`src/rtl/mmid_pkg.sv`:
```
// Shared constants and types for the min/max interleaved decimator.
`timescale 1ns / 1ps
package mmid_pkg;

  localparam int FACTOR_BITS  = 16;
  localparam int PADDR_BITS   = 3;
  localparam int PDATA_BITS   = 32;
  localparam int REG_IDX_LSB  = 2;

  localparam logic [FACTOR_BITS-1:0] FACTOR_MIN   = 16'd2;
  localparam logic [FACTOR_BITS-1:0] FACTOR_RESET = 16'd2;

  typedef enum logic {
    REG_DECIMATION_FACTOR = 1'b0
  } reg_idx_t;

  // Status of the pair queue as seen by the front and back parts.
  typedef struct packed {
    logic can_push;
    logic has_data;
  } qstat_t;

endpackage

```
`src/rtl/mmid_if.sv`:
```
// Valid/ready channel interfaces for samples in and results out.
`timescale 1ns / 1ps
interface mmid_sample_if #(
  parameter int SAMPLE_BITS = 24
);
  logic                          valid;
  logic                          ready;
  logic signed [SAMPLE_BITS-1:0] sample_in;

  modport source (output valid, output sample_in, input ready);
  modport sink (input valid, input sample_in, output ready);
endinterface

interface mmid_result_if #(
  parameter int SAMPLE_BITS = 24
);
  logic                          valid;
  logic                          ready;
  logic signed [SAMPLE_BITS-1:0] out_sample;
  logic                          last_of_pair;

  modport source (output valid, output out_sample, output last_of_pair, input ready);
  modport sink (input valid, input out_sample, input last_of_pair, output ready);
endinterface

```
`src/rtl/mmid_front.sv`:
```
// Front part: accepts samples, tracks the group and orders the min/max pair.
`timescale 1ns / 1ps
module mmid_front #(
  parameter int SAMPLE_BITS = 24
) (
  input  logic                                   clk,
  input  logic                                   rst,
  mmid_sample_if.sink                            sample_ch,
  input  logic [mmid_pkg::FACTOR_BITS-1:0]       factor,
  input  mmid_pkg::qstat_t                       qstat,
  output logic                                   push,
  output logic signed [SAMPLE_BITS-1:0]          pair_first,
  output logic signed [SAMPLE_BITS-1:0]          pair_second
);
  import mmid_pkg::*;

  logic [FACTOR_BITS-1:0]        pos;
  logic [FACTOR_BITS-1:0]        pos_next;
  logic signed [SAMPLE_BITS-1:0] group_first;
  logic signed [SAMPLE_BITS-1:0] running_min;
  logic signed [SAMPLE_BITS-1:0] running_max;
  logic signed [SAMPLE_BITS-1:0] first_cur;
  logic signed [SAMPLE_BITS-1:0] min_cur;
  logic signed [SAMPLE_BITS-1:0] max_cur;
  logic [FACTOR_BITS-1:0]        eff_factor;
  logic [FACTOR_BITS:0]          pos_inc;
  logic                          closing;
  logic                          rising;
  logic                          xfer;

  assign sample_ch.ready = qstat.can_push;
  assign xfer            = sample_ch.valid && sample_ch.ready;

  // Factors of zero and one behave as two.
  assign eff_factor = (factor < FACTOR_MIN) ? FACTOR_MIN : factor;
  assign pos_inc    = {1'b0, pos} + {{FACTOR_BITS{1'b0}}, 1'b1};
  assign closing    = pos_inc >= {1'b0, eff_factor};

  always_comb begin
    if (pos == '0) begin
      first_cur = sample_ch.sample_in;
      min_cur   = sample_ch.sample_in;
      max_cur   = sample_ch.sample_in;
    end else begin
      first_cur = group_first;
      min_cur   = (sample_ch.sample_in < running_min) ? sample_ch.sample_in : running_min;
      max_cur   = (sample_ch.sample_in > running_max) ? sample_ch.sample_in : running_max;
    end
    rising      = sample_ch.sample_in > first_cur;
    pair_first  = rising ? min_cur : max_cur;
    pair_second = rising ? max_cur : min_cur;
    pos_next    = closing ? '0 : pos_inc[FACTOR_BITS-1:0];
  end

  assign push = xfer && closing;

  always_ff @(posedge clk) begin
    if (rst) begin
      pos <= '0;
    end else if (xfer) begin
      pos <= pos_next;
    end
  end

  always_ff @(posedge clk) begin
    if (xfer) begin
      group_first <= first_cur;
      running_min <= min_cur;
      running_max <= max_cur;
    end
  end
endmodule

```
`src/rtl/mmid_queue.sv`:
```
// Two-entry queue of ordered min/max pairs between the front and back parts.
`timescale 1ns / 1ps
module mmid_queue #(
  parameter int SAMPLE_BITS = 24
) (
  input  logic                          clk,
  input  logic                          rst,
  input  logic                          push,
  input  logic signed [SAMPLE_BITS-1:0] push_first,
  input  logic signed [SAMPLE_BITS-1:0] push_second,
  input  logic                          pop,
  output logic signed [SAMPLE_BITS-1:0] head_first,
  output logic signed [SAMPLE_BITS-1:0] head_second,
  output mmid_pkg::qstat_t              qstat
);
  import mmid_pkg::*;

  logic signed [SAMPLE_BITS-1:0] mem_first  [2];
  logic signed [SAMPLE_BITS-1:0] mem_second [2];
  logic                          wr_ptr;
  logic                          rd_ptr;
  logic [1:0]                    count;

  assign qstat.can_push = count != 2'd2;
  assign qstat.has_data = count != 2'd0;
  assign head_first     = mem_first[rd_ptr];
  assign head_second    = mem_second[rd_ptr];

  always_ff @(posedge clk) begin
    if (push) begin
      mem_first[wr_ptr]  <= push_first;
      mem_second[wr_ptr] <= push_second;
    end
  end

  always_ff @(posedge clk) begin
    if (rst) begin
      wr_ptr <= 1'b0;
      rd_ptr <= 1'b0;
      count  <= 2'd0;
    end else begin
      if (push) begin
        wr_ptr <= ~wr_ptr;
      end
      if (pop) begin
        rd_ptr <= ~rd_ptr;
      end
      if (push && !pop) begin
        count <= count + 2'd1;
      end else if (pop && !push) begin
        count <= count - 2'd1;
      end
    end
  end
endmodule

```
`src/rtl/mmid_back.sv`:
```
// Back part: plays each queued pair out as two results, the second flagged last.
`timescale 1ns / 1ps
module mmid_back #(
  parameter int SAMPLE_BITS = 24
) (
  input  logic                          clk,
  input  logic                          rst,
  input  mmid_pkg::qstat_t              qstat,
  input  logic signed [SAMPLE_BITS-1:0] head_first,
  input  logic signed [SAMPLE_BITS-1:0] head_second,
  output logic                          pop,
  mmid_result_if.source                 result_ch
);
  import mmid_pkg::*;

  logic                          busy;
  logic                          phase;
  logic signed [SAMPLE_BITS-1:0] first_q;
  logic signed [SAMPLE_BITS-1:0] second_q;
  logic                          xfer;

  assign result_ch.valid        = busy;
  assign result_ch.out_sample   = phase ? second_q : first_q;
  assign result_ch.last_of_pair = phase;

  assign xfer = busy && result_ch.ready;
  // A new pair loads when the register is empty or its last result leaves now.
  assign pop  = qstat.has_data && (!busy || (phase && xfer));

  always_ff @(posedge clk) begin
    if (rst) begin
      busy  <= 1'b0;
      phase <= 1'b0;
    end else if (pop) begin
      busy  <= 1'b1;
      phase <= 1'b0;
    end else if (xfer) begin
      busy  <= !phase;
      phase <= !phase;
    end
  end

  always_ff @(posedge clk) begin
    if (pop) begin
      first_q  <= head_first;
      second_q <= head_second;
    end
  end
endmodule

```
`src/rtl/min_max_interleaved_decimator.sv`:
```
// A closing sample writes its group's pair to the queue, then to the back part's register.
// Throughput: one sample per cycle unless the queue is full; a group yields two results.
// Any factor of two or more keeps the result side at or below one result per cycle.
// A two-entry pair queue lets the sample and result sides stall independently.
// Reset (rst, synchronous) sets the factor to two, opens a new group and empties all stages.
`timescale 1ns / 1ps
module min_max_interleaved_decimator #(
  parameter int SAMPLE_BITS = 24
) (
  input  logic                                clk,
  input  logic                                rst,
  mmid_sample_if.sink                         sample_ch,
  mmid_result_if.source                       result_ch,
  input  logic                                psel,
  input  logic                                penable,
  input  logic                                pwrite,
  input  logic [mmid_pkg::PADDR_BITS-1:0]     paddr,
  input  logic [mmid_pkg::PDATA_BITS-1:0]     pwdata,
  output logic [mmid_pkg::PDATA_BITS-1:0]     prdata,
  output logic                                pready
);
  import mmid_pkg::*;

  logic [FACTOR_BITS-1:0]        factor;
  reg_idx_t                      reg_idx;
  logic                          push;
  logic                          pop;
  logic signed [SAMPLE_BITS-1:0] push_first;
  logic signed [SAMPLE_BITS-1:0] push_second;
  logic signed [SAMPLE_BITS-1:0] head_first;
  logic signed [SAMPLE_BITS-1:0] head_second;
  qstat_t                        qstat;

  assign pready  = 1'b1;
  assign reg_idx = reg_idx_t'(paddr[REG_IDX_LSB]);

  always_comb begin
    case (reg_idx)
      REG_DECIMATION_FACTOR: prdata = {{(PDATA_BITS-FACTOR_BITS){1'b0}}, factor};
      default:               prdata = '0;
    endcase
  end

  always_ff @(posedge clk) begin
    if (rst) begin
      factor <= FACTOR_RESET;
    end else if (psel && penable && pwrite && pready && reg_idx == REG_DECIMATION_FACTOR) begin
      factor <= pwdata[FACTOR_BITS-1:0];
    end
  end

  mmid_front #(.SAMPLE_BITS(SAMPLE_BITS)) u_front (
    .clk         (clk),
    .rst         (rst),
    .sample_ch   (sample_ch),
    .factor      (factor),
    .qstat       (qstat),
    .push        (push),
    .pair_first  (push_first),
    .pair_second (push_second)
  );

  mmid_queue #(.SAMPLE_BITS(SAMPLE_BITS)) u_queue (
    .clk         (clk),
    .rst         (rst),
    .push        (push),
    .push_first  (push_first),
    .push_second (push_second),
    .pop         (pop),
    .head_first  (head_first),
    .head_second (head_second),
    .qstat       (qstat)
  );

  mmid_back #(.SAMPLE_BITS(SAMPLE_BITS)) u_back (
    .clk         (clk),
    .rst         (rst),
    .qstat       (qstat),
    .head_first  (head_first),
    .head_second (head_second),
    .pop         (pop),
    .result_ch   (result_ch)
  );
endmodule
```
`src/flat_wrapper.sv`:
```
// flat-port wrapper written by rule: the top's interface ports become plain ports
module min_max_interleaved_decimator_flat import mmid_pkg::*;
#(
  parameter int SAMPLE_BITS = 24
)
  (clk, rst, psel, penable, pwrite, paddr, pwdata, prdata, pready, sample_ch_valid, sample_ch_sample_in, sample_ch_ready, result_ch_valid, result_ch_out_sample, result_ch_last_of_pair, result_ch_ready);
  mmid_sample_if #(.SAMPLE_BITS(SAMPLE_BITS)) sample_ch_i ();
  mmid_result_if #(.SAMPLE_BITS(SAMPLE_BITS)) result_ch_i ();
  input  logic clk;
  input  logic rst;
  input  logic psel;
  input  logic penable;
  input  logic pwrite;
  input  logic [mmid_pkg::PADDR_BITS-1:0] paddr;
  input  logic [mmid_pkg::PDATA_BITS-1:0] pwdata;
  output logic [mmid_pkg::PDATA_BITS-1:0] prdata;
  output logic pready;
  input wire logic [$bits(sample_ch_i.valid)-1:0] sample_ch_valid;
  input wire logic [$bits(sample_ch_i.sample_in)-1:0] sample_ch_sample_in;
  output wire logic [$bits(sample_ch_i.ready)-1:0] sample_ch_ready;
  output wire logic [$bits(result_ch_i.valid)-1:0] result_ch_valid;
  output wire logic [$bits(result_ch_i.out_sample)-1:0] result_ch_out_sample;
  output wire logic [$bits(result_ch_i.last_of_pair)-1:0] result_ch_last_of_pair;
  input wire logic [$bits(result_ch_i.ready)-1:0] result_ch_ready;
  assign sample_ch_i.valid = sample_ch_valid;
  assign sample_ch_i.sample_in = sample_ch_sample_in;
  assign sample_ch_ready = sample_ch_i.ready;
  assign result_ch_valid = result_ch_i.valid;
  assign result_ch_out_sample = result_ch_i.out_sample;
  assign result_ch_last_of_pair = result_ch_i.last_of_pair;
  assign result_ch_i.ready = result_ch_ready;
  min_max_interleaved_decimator #(.SAMPLE_BITS(SAMPLE_BITS)) u_core (.clk(clk), .rst(rst), .sample_ch(sample_ch_i), .result_ch(result_ch_i), .psel(psel), .penable(penable), .pwrite(pwrite), .paddr(paddr), .pwdata(pwdata), .prdata(prdata), .pready(pready));
endmodule
```
`config.mk`:
```
export PLATFORM = sky130hd
export DESIGN_NAME = min_max_interleaved_decimator_flat
export DESIGN_NICKNAME = d
export VERILOG_FILES = /design/src/rtl/mmid_pkg.sv /design/src/rtl/mmid_if.sv /design/src/rtl/mmid_front.sv /design/src/rtl/mmid_queue.sv /design/src/rtl/mmid_back.sv /design/src/rtl/min_max_interleaved_decimator.sv /design/src/flat_wrapper.sv
export SDC_FILE = /design/constraint.sdc
export NUM_CORES = 1
export LEC_CHECK = 0
export BUFFER_PORTS_ARGS = -buffer_cell sky130_fd_sc_hd__buf_2
export CORE_ASPECT_RATIO = 1.75
export CORE_UTILIZATION = 60
export DETAILED_ROUTE_END_ITERATION = 8
export GPL_ROUTABILITY_DRIVEN = 0
export PLACE_DENSITY_LB_ADDON = 0.2
export SLEW_MARGIN = 5
export SYNTH_ARGS = -nofsm -noshare
export SYNTH_HDL_FRONTEND = slang
export SYNTH_SLANG_ARGS = --single-unit
```
`constraint.sdc`:
```
create_clock -name clk -period 6.2 [get_ports clk]
set_input_delay 0.93 -clock clk [delete_from_list [all_inputs] [get_ports clk]]
set_output_delay 0.93 -clock clk [all_outputs]
set_load 0.01 [all_outputs]
```
==> results.md, run 1 <==
* Max FO, Critical Path at 28
* CP max stage cell: clkinv_1
* RSZ-0062 raised after global routing: no
* Ys flop type: edfxtp_1
* Syn Area/Cell at approximately 12 um2
* Vias in the first global route at approximately 8.6k
* Power Dens Cells at around 420 nW/um2
* Post-route ant nets at 0
* Period minus WS final at 5.026 ns
* DRT iter0 DRCs at 600
* Critical path type: register to register
* Place WS at between 1 and 1.5 ns
* Setup ws final at around 1.2 ns
* Final hold vios at 0
* Min-Delay Endpoint: u_core.factor[0]
* Dominant cells by area after synthesis: edfxtp_1, ha_1, mux2_2
* Post-synth top area share at 48.42%
* Initial antenna violation count at 0
* Post-CTS sizing at 0
* Slew margin rel. at 19.89%
* CP max stage delay at 0.61 ns
* Hold crit path type: register to register
* I/O Pins at 126
* Dpl hpwl at about 19000 um
* Reg2reg path depth at 16
* Leakage power at 5.793 nW
* Via count at 8874
* Largest net degree at the start of global routing at 51
* DRC at 0
* DP Cell Count at ~1.5k
* Initial Util at 60.94%
* DIE WIDTH at between 100 and 150 um
* Hold bufs inserted after CTS at 0
* Vias per inst at between 5 and 6
* Placement Cell Area at ~14000 um2
* Nets at 1367
* Buf/Inv on CP at 2
* Setup TNS at 0 ns
* Row Count at 72
* Sequential share of the synthesized area at 54.10%
* #FFs+latches synth at 254
* Total GRT Usage at 24.28%
* CP arrival at 5.26 ns
* Cells along the critical path: ha_1 > and3_1 > and3_4 > and3_1 > nand3_1 > xnor2_1 > ha_1 > a21o_1 > a21o_1 > a21oi_1 > o21ai_0 > a221oi_1 > o2bb2ai_2 > or3_1 > clkinv_1 > buf_4
* Critical hold path startpoint: u_core.factor[0]
* Die Span Y at 199.7 um
* Synth area leader: edfxtp_1
* Worst hold stages at 2
* Clock Latency Late Sink at roughly 0.53 ns
* Post-synth EDFFs at 216
* TritonCTS buffer count at 24
* Mapped Area at 13400 um2
* Crit. End Element: register
* CP top delay family: compound AO/OA/AOI/OAI gates
* Die area at around 23000 um2
* Status: complete, no violations
* CTS tree: yes
* Htree depth at 1
* Fmax at 0.1990 GHz
* Flop-to-flop setup slack at 1.17 ns
* Worst Skew at 0.009952 ns
* Reg2reg start: u_core.u_front.pos[0]
* Min Hold Slack at about 0.48 ns
* Slew @ Worst Pin at 1.199 ns
* Area delta synth->final at 11.10%
* Final slew viol count at 0
* Clock Tree Buf Depth at 3
* Synth cell types at between 60 and 70
* # setup viols final at 0
* Mapped Cells at 1137
* RR Endpoint: u_core.u_queue.mem_second[0][4]
* Filler instances at approximately 1.7k
* Port Buffers at 90
* Ys async rst share at 0%
* Yosys warns at 0
* Max-cap viol count at 0
* First-pass GRT wire length at 42830 um
* Post-route insts no fill at 1525
* CP required at 6.44 ns
* Post-CTS setup buffers at 0
* Grt total ovfl at 0
* Period utilisation layout at 81.06%
* CP startpoint kind: register
* TritonRoute pass-1 iters at 5
* Max VDD drop at 0.0002603 V
* Cell area after layout at 14880 um2
* CTS sink count at 254
* Routed WL per cell at 17.86 um
* Worst-path clk slew at about 0.06 ns
* Inserted Diodes at 0
* Core area at 21980 um2
* Post-Route WL at 27230 um
* Clk root buf: clkbuf_16
* Layout cells sized above 1 at 20.34%
-- worst register-to-register path, delay by kind of cell (launching register included) --
kind            cells  cell delay (ns)
buf+inv             2             1.14
flops               1             0.43
compound gates      6             1.33
fa+ha+maj           2             0.54
simple gates        5             1.05
xor+xnor            1             0.23
-- logic make-up after synthesis --
| family | count (synthesis) | synth area share, % |
|---|---|---|
| flops | 254 | 54.10 |
| other cells | 2 | 0.05606 |
| simple gates | 292 | 10.71 |
| fa+ha+maj | 90 | 8.407 |
| xor+xnor | 18 | 1.177 |
| compound gates | 213 | 11.43 |
| buf+inv | 167 | 5.679 |
| mux | 101 | 8.434 |
-- Yosys cell counts, types with 8 or more instances --
library cell and n:
a22o_1 8, mux2i_1 24, ha_1 90, o221a_1 42, nand3_1 62, o21ai_0 62, nor2_1 31, nand2_1 114
xor2_1 12, clkbuf_1 27, a21o_1 11, nor3_1 10, a21oi_1 57, buf_1 9, nor2b_1 10, buf_4 19
nand4_1 17, inv_1 92, buf_2 14, dfxtp_1 38, nor4_1 8, mux2_2 75, edfxtp_1 216
-- registers in the layout, indices dropped and copies added, names as in the netlist, 2 cells and up --
name / count
u_core.u_front.pos: 16
u_core.u_back.second_q: 24
u_core.u_queue.mem_second: 48
u_core.factor: 16
u_core.u_queue.mem_first: 48
u_core.u_front.group_first: 24
u_core.u_back.first_q: 24
u_core.u_front.running_max: 24
u_core.u_queue.count: 2
u_core.u_front.running_min: 24
-- metrics by stage --
step / util [%] / total power [W]
2_1_floorplan: - / 0.004098
3_3_place_gp: 63.72 / 0.004579
3_5_place_dp: 63.72 / 0.004652
4_1_cts: 67.70 / 0.006266
5_1_grt: 67.70 / 0.006559
6_report: 67.70 / 0.006225
-- layer usage --
metal | vias up | global-route usage (%) | routed length [um]
met5 | - | 0 | 0
met4 | 0 | 11.01 | 973
met3 | 61 | 2.548 | 948
met2 | 225 | 45.96 | 14750
met1 | 4252 | 26.86 | 10560
li1 | 4336 | - | -
-- how the worst max path moves through the flow --
stage,cells after the start,slack (ns),startpoint,end
floorplan,6,1.59,result_ch_ready,u_core.u_queue.count[1]
global placement,16,1.25,u_core.u_front.pos[0],u_core.u_queue.mem_first[0][7]
detailed placement,16,1.18,u_core.u_front.pos[0],u_core.u_queue.mem_first[0][7]
CTS,16,1.14,u_core.u_front.pos[0],u_core.u_queue.mem_first[0][5]
global route,16,0.79,u_core.u_front.pos[0],u_core.u_queue.mem_second[0][4]
finish,16,1.17,u_core.u_front.pos[0],u_core.u_queue.mem_second[0][4]
-- where the power goes --
group / switching [W] / internal (W) / leakage [nW]
logic: 0.00126 / 0.000813 / 3.06
clock network: 0.000662 / 0.000940 / 0.405
registers: 0.000118 / 0.00244 / 2.33
total: 0.00203 / 0.00419 / 5.79
-- final cells by class --
class	count	area (um2)	share of cell area, %
inverter	92	345.3	2.320
clock buffer	28	656.9	4.414
sequential	254	7248	48.71
timing repair buffer	108	585.6	3.935
tap	296	370.4	2.489
multi-input combinational	731	5456	36.67
clock inverter	16	219.0	1.471
-- placed cells by master, fill, tap and decap left out, types with 3 or more instances in the layout --
master,netlist,layout
dfxtp_1,38,37
a21oi_1,57,56
and3_1,6,6
nand2b_1,6,6
buf_2,14,90
a22o_1,8,8
conb_1,2,17
a21o_1,11,11
a211oi_1,3,3
nor4_1,8,8
xnor2_1,6,6
xor2_1,12,12
nor2b_1,10,10
a31oi_1,5,5
nand3b_1,4,4
ha_1,90,90
nor2_1,31,31
bufinv_16,0,4
mux2_2,75,75
nand3_1,62,62
clkbuf_16,0,25
nor3_1,10,10
or3_1,6,6
o221a_2,6,6
mux2i_1,24,24
o221a_1,42,42
buf_4,19,18
inv_1,92,90
o21ai_0,62,62
clkinvlp_4,0,7
nand4_1,17,17
edfxtp_1,216,216
nand2_1,114,114
o211ai_1,3,3
Note: power is estimated with default switching activity, not from simulation.
==> run 2, diff against run 1 <==
==> constraint.sdc (replaced) <==
create_clock -name clk -period 4.7 [get_ports clk]
set_input_delay 0.705 -clock clk [delete_from_list [all_inputs] [get_ports clk]]
set_output_delay 0.705 -clock clk [all_outputs]
set_load 0.01 [all_outputs]
==> run 2 against run 1 <==
Effect of this change: utilization increased by 0.37 points; register-to-register slack got worse by 0.87 ns; combinational power increased by 34%; worst hold slack got worse by 0.067 ns; sequential power increased by 36%; wire length increased by 4.8%; highest routed layer unchanged; worst setup slack got worse by 0.87 ns.
==> results.md, run 2 (same netlist as run 1, synthesis figures left out) <==
* I/O Pins at 126 (unchanged)
* TritonRoute pass-1 iters at 5 (unchanged)
* Min Hold Slack at 0.4095 ns (-0.06710 ns)
* Initial antenna violation count at 0 (unchanged)
* Crit. End Element: register
* Layout cells sized above 1 at 20.81% (+0.46 points)
* Die area at 22950 um2 (unchanged)
* CP startpoint kind: register
* Die Span Y at 199.7 um (unchanged)
* Routed WL per cell at 18.58 um (+4.1%)
* Period utilisation layout at 93.44% (+12 points)
* Biggest regs: u_core.u_queue.mem_first: 48 flops, u_core.u_queue.mem_second: 48 flops
* Port Buffers at 90 (unchanged)
* DRT iter0 DRCs at 653 (+8.8%)
* First-pass GRT wire length at 43970 um (+2.7%)
* Hold crit path type: input pin to register
* Max FO, Critical Path at 16 (-43%)
* Max-cap viol count at 0 (unchanged)
* CTS tree: yes
* Via count at 8969 (+1.1%)
* Largest net degree at the start of global routing at 73 (+43%)
* Htree depth at 1 (unchanged)
* Vias in the first global route at 8790 (+2.3%)
* Total GRT Usage at 25.07% (+0.78 points)
* DIE WIDTH at 115.0 um (unchanged)
* Critical path type: register to register
* DRC at 0 (unchanged)
* Top sig layer: met4
* Clk root buf: clkbuf_16
* Leakage power at 5.848 nW (+0.95%)
* Slew margin rel. at 19.80% (-0.090 points)
* CP required at 4.97 ns (-1.47 ns)
* Worst-path clk slew at 0.06 ns (about the same)
* Vias per inst at 5.839 (+0.35%)
* Power Dens Cells at 547.3 nW/um2 (+31%)
* Initial Util at 60.94% (unchanged)
* Setup TNS at 0 ns (unchanged)
* Dpl hpwl at 19560 um (+2.2%)
* Clock Latency Late Sink at 0.53 ns (about the same)
* Hold bufs inserted after CTS at 0 (unchanged)
* Post-route insts no fill at 1536 (+0.72%)
* RSZ-0062 raised after global routing: no
* Inserted Diodes at 0 (unchanged)
* Commonest non-fill, non-tap cell in the layout: edfxtp_1
* CP arrival at 4.67 ns (-0.59 ns)
* Worst Skew at 0.008840 ns (-0.001112 ns)
* Clock Tree Buf Depth at 3 (unchanged)
* Post-CTS setup buffers at 0 (unchanged)
* # setup viols final at 0 (unchanged)
* TritonCTS buffer count at 24 (unchanged)
* Row Count at 72 (unchanged)
* Final slew viol count at 0 (unchanged)
* M1 WL at 10700 um (+1.3%)
* WL met2 at 15420 um (+4.6%)
* CTS sink count at 254 (unchanged)
* DP Cell Count at 1490 (+0.61%)
* Final hold vios at 0 (unchanged)
* Post-Route WL at 28550 um (+4.8%)
* Fin util at 68.07% (+0.37 points)
* Core area at 21980 um2 (unchanged)
* Slew @ Worst Pin at 1.203 ns (+0.004200 ns)
* Area delta synth->final at 11.70%
* Fmax at 0.2277 GHz (+14%)
* Grt total ovfl at 0 (unchanged)
* Period minus WS final at 4.392 ns (-0.6340 ns)
* Post-route ant nets at 0 (unchanged)
* Max VDD drop at 0.0004085 V (+57%)
* Most frequent cells in the layout: edfxtp_1, nand2_1, inv_1, ha_1, buf_2
* Nets at 1378 (+0.80%)
* Post-CTS sizing at 0 (unchanged)
* Final Power at 0.008189 W (+32%)
* Status: complete, no violations
* WL met3 at 1199 um (+26%)
[run 2: cell types whose count changed in the layout (fill, tap and decap cells not counted), moves of 2 or more]
| cell | previous run | this run |
|---|---|---|
| buf_12 | 0 | 3 |
| buf_4 | 18 | 24 |
| bufinv_16 | 4 | 2 |
| clkbuf_1 | 1 | 5 |
| clkinv_1 | 1 | 3 |
| clkinv_2 | 0 | 5 |
| clkinv_4 | 2 | 0 |
| clkinvlp_4 | 7 | 1 |
| mux2i_4 | 2 | 4 |
[run 2: final timing paths]
kind                         start                             end  slack, ns  cells past startpoint
max          u_core.u_front.pos[1]  u_core.u_queue.mem_first[0][0]       0.31                     16
min                      pwdata[3]                u_core.factor[3]       0.41                      3
max reg2reg  u_core.u_front.pos[1]  u_core.u_queue.mem_first[0][0]       0.31                     16
min reg2reg       u_core.factor[5]                u_core.factor[5]       0.47                      2
[run 2: area by class of cell]
cell class | count | area (um2)
Multi-Input combinational cell | 733 | 5523
Clock buffer | 32 | 671.9
Timing Repair Buffer | 117 | 690.7
Clock inverter | 12 | 113.9
Fill cell | 1646 | 7018
Sequential cell | 254 | 7248
Tap cell | 296 | 370.4
Inverter | 92 | 345.3
[run 2: worst max-delay path, stage by stage (launching register included)]
cell     delay (ns)
dfxtp_1        0.35
inv_1          0.07
ha_1           0.16
nor4b_1        0.33
nand4_1        0.23
buf_12         0.22
mux2i_1        0.14
ha_1           0.33
nand4_1        0.27
nor4_4         0.43
o31ai_2        0.14
a31o_2         0.28
or2_4          0.28
buf_4          0.21
buf_4          0.21
or3_1          0.31
o221a_2        0.15
[run 2: layer usage]
metal,track usage [%],up-vias
li1,-,4356
met1,26.98,4290
met2,47.95,255
met3,2.881,68
met4,11.64,0
met5,0,-
[run 2: metrics by stage]
step / instance area (um2) / worst slack (ns)
after detailed placement: 14110 / 0.2513
after global placement: 14110 / 0.2823
after global routing: 14960 / 0.008229
final: 14960 / 0.3083
after CTS: 14900 / 0.2024
after floorplan: 13450 / 0.3173
[run 2: where the power goes]
group,internal [W],switching [W],leakage (nW)
clock network,0.00112,0.000831,0.384
logic,0.00115,0.00163,3.14
registers,0.00322,0.000244,2.33
==> run 3, diff against run 2 <==
==> constraint.sdc (replaced) <==
create_clock -name clk -period 4.2 [get_ports clk]
set_input_delay 0.63 -clock clk [delete_from_list [all_inputs] [get_ports clk]]
set_output_delay 0.63 -clock clk [all_outputs]
set_load 0.01 [all_outputs]
==> run 3 against run 2 <==
Effect of this change: worst setup slack lost 0.15 ns; cell count grew 3.0%; wire length shrank 0.70%; register-to-register slack lost 0.15 ns; die area is the same; fmax grew 8.6%; clock power grew 13%; via count grew 2.0%; critical path type unchanged.
==> results.md, run 3 (same netlist as run 1, synthesis figures left out) <==
* DIE WIDTH at 115.0 um (unchanged)
* Status: complete, no violations
* Placement Cell Area at 14480 um2 (+2.6%)
* Vias in the first global route at 8939 (+1.7%)
* CP startpoint kind: register
* Clk root buf: clkbuf_16
* First-pass GRT wire length at 44300 um (+0.76%)
* Post-route insts no fill at 1582 (+3.0%)
* Final slew viol count at 0 (unchanged)
* TritonRoute pass-1 iters at 6 (+1)
* Filler instances at 1641 (-0.30%)
* Multi-input combinational cell area at 5544 um2 (+0.39%)
* # setup viols final at 0 (unchanged)
* Worst-path clk slew at 0.07 ns (about the same)
* Max-cap viol count at 0 (unchanged)
* Layout cells sized above 1 at 24.42% (+3.6 points)
* Total GRT Usage at 24.96% (-0.11 points)
* Setup TNS at 0 ns (unchanged)
* Core area at 21980 um2 (unchanged)
* Hold crit path type: input pin to register
* Nets at 1424 (+3.3%)
* Max VDD drop at 0.0003475 V (-15%)
* Row Count at 72 (unchanged)
* Hold bufs inserted after CTS at 0 (unchanged)
* Register Area at 7249 um2 (about the same)
* Biggest regs: u_core.u_queue.mem_first: 48 flops, u_core.u_queue.mem_second: 48 flops
* Port Buffers at 90 (unchanged)
* Fmax at 0.2472 GHz (+8.6%)
* Slew margin rel. at 45.41% (+26 points)
* Power Dens Cells at 605.3 nW/um2 (+11%)
* Vias per inst at 5.783 (-0.96%)
* Die area at 22950 um2 (unchanged)
* DRC at 0 (unchanged)
* Max FO, Critical Path at 16 (unchanged)
* Post-Route WL at 28350 um (-0.70%)
* Clock Latency Late Sink at 0.52 ns (about the same)
* Area delta synth->final at 15.05%
* Leakage power at 6.098 nW (+4.3%)
* Most frequent cells in the layout: edfxtp_1, nand2_1, inv_1, ha_1, buf_2
* Die Span Y at 199.7 um (unchanged)
* Initial antenna violation count at 0 (unchanged)
* Final hold vios at 0 (unchanged)
* Setup ws final at 0.1549 ns (-0.1534 ns)
* Largest net degree at the start of global routing at 51 (-30%)
* CTS tree: yes
* Post-route ant nets at 0 (unchanged)
* Via count at 9149 (+2.0%)
* Worst Skew at 0.009541 ns (+0.0007010 ns)
* Grt total ovfl at 0 (unchanged)
* DP Cell Count at 1534 (+3.0%)
* Period utilisation layout at 96.31% (+2.9 points)
* Dpl hpwl at 19910 um (+1.8%)
* Period minus WS final at 4.045 ns (-0.3466 ns)
* I/O Pins at 126 (unchanged)
* DRT iter0 DRCs at 593 (-9.2%)
* TritonCTS buffer count at 24 (unchanged)
* Place WS at -0.1808 ns (-0.4321 ns)
* Htree depth at 1 (unchanged)
* Commonest non-fill, non-tap cell in the layout: edfxtp_1
* Critical path type: register to register
* Initial Util at 60.94% (unchanged)
* Clock Tree Buf Depth at 3 (unchanged)
* Routed WL per cell at 17.92 um (-3.6%)
* CTS sink count at 254 (unchanged)
* Slew @ Worst Pin at 0.8169 ns (-0.3861 ns)
* Cell area after layout at 15410 um2 (+3.0%)
* CP required at 4.46 ns (-0.51 ns)
* Inserted Diodes at 0 (unchanged)
* CP arrival at 4.31 ns (-0.36 ns)
* Crit. End Element: register
## run 3: changes by cell type in the layout (fill, tap and decap cells not counted), sizes merged
| cell | delta |
|---|---|
| buf | +47 |
| bufinv | +1 |
| clkbuf | -2 |
| clkinv | -2 |
| clkinvlp | +3 |
| mux2i | -1 |
## run 3: cell type report
cell class	count	share of cell area [%]
inverter	92	2.265
tap	296	2.403
sequential	254	47.04
clock buffer	30	4.181
timing repair buffer	164	7.120
multi-input combinational	732	35.97
clock inverter	14	1.015
## run 3: worst paths after layout
check | from | to | slack [ns] | cells past startpoint
min reg2reg | u_core.factor[0] | u_core.factor[0] | 0.47 | 2
max reg2reg | u_core.u_front.pos[0] | u_core.u_queue.mem_first[1][10] | 0.15 | 16
max | u_core.u_front.pos[0] | u_core.u_queue.mem_first[1][10] | 0.15 | 16
min | pwdata[1] | u_core.factor[1] | 0.32 | 3
## run 3: what timing repair did
item	in CTS	in global routing
endpoints found under the hold margin	0	0
setup buffers	1	2
setup endpoints to repair	47	194
gates resized for setup	3	14
cloned	1	0
pin swaps	0	7
## run 3: worst max-delay path: stages (launching register included)
cell and delay [ns]:
dfxtp_1 0.31, inv_1 0.05, ha_1 0.16, nor4b_2 0.23, nand4_1 0.18, buf_6 0.22, mux2i_1 0.16, ha_1 0.32
nand4_1 0.26, nor4_2 0.40, o31ai_1 0.14, buf_4 0.16, a31o_2 0.23, or2_4 0.28, mux2i_4 0.20, buf_12 0.20
o221a_1 0.26
## run 3: routing by layer
layer | vias up | part of all wire [%] | track usage [%]
li1 | 4449 | - | -
met1 | 4408 | 37 | 26.60
met2 | 228 | 56 | 48.26
met3 | 64 | 3.5 | 2.730
met4 | 0 | 3.9 | 11.30
met5 | - | 0 | 0
## run 3: stage by stage
step	hold slack [ns]	utilization, %	total power (W)
2_1_floorplan	0.4402	-	0.006042
3_3_place_gp	0.4550	65.89	0.006933
3_5_place_dp	0.4593	65.89	0.007058
4_1_cts	0.3049	69.77	0.009349
5_1_grt	0.3368	70.11	0.009836
6_report	0.3241	70.11	0.009329
## run 3: where the power goes
part / internal, W / total, W / switching [W]
Clock: 0.00128 / 0.00220 / 0.000920
Sequential: 0.00360 / 0.00383 / 0.000229
Combinational: 0.00144 / 0.00330 / 0.00186
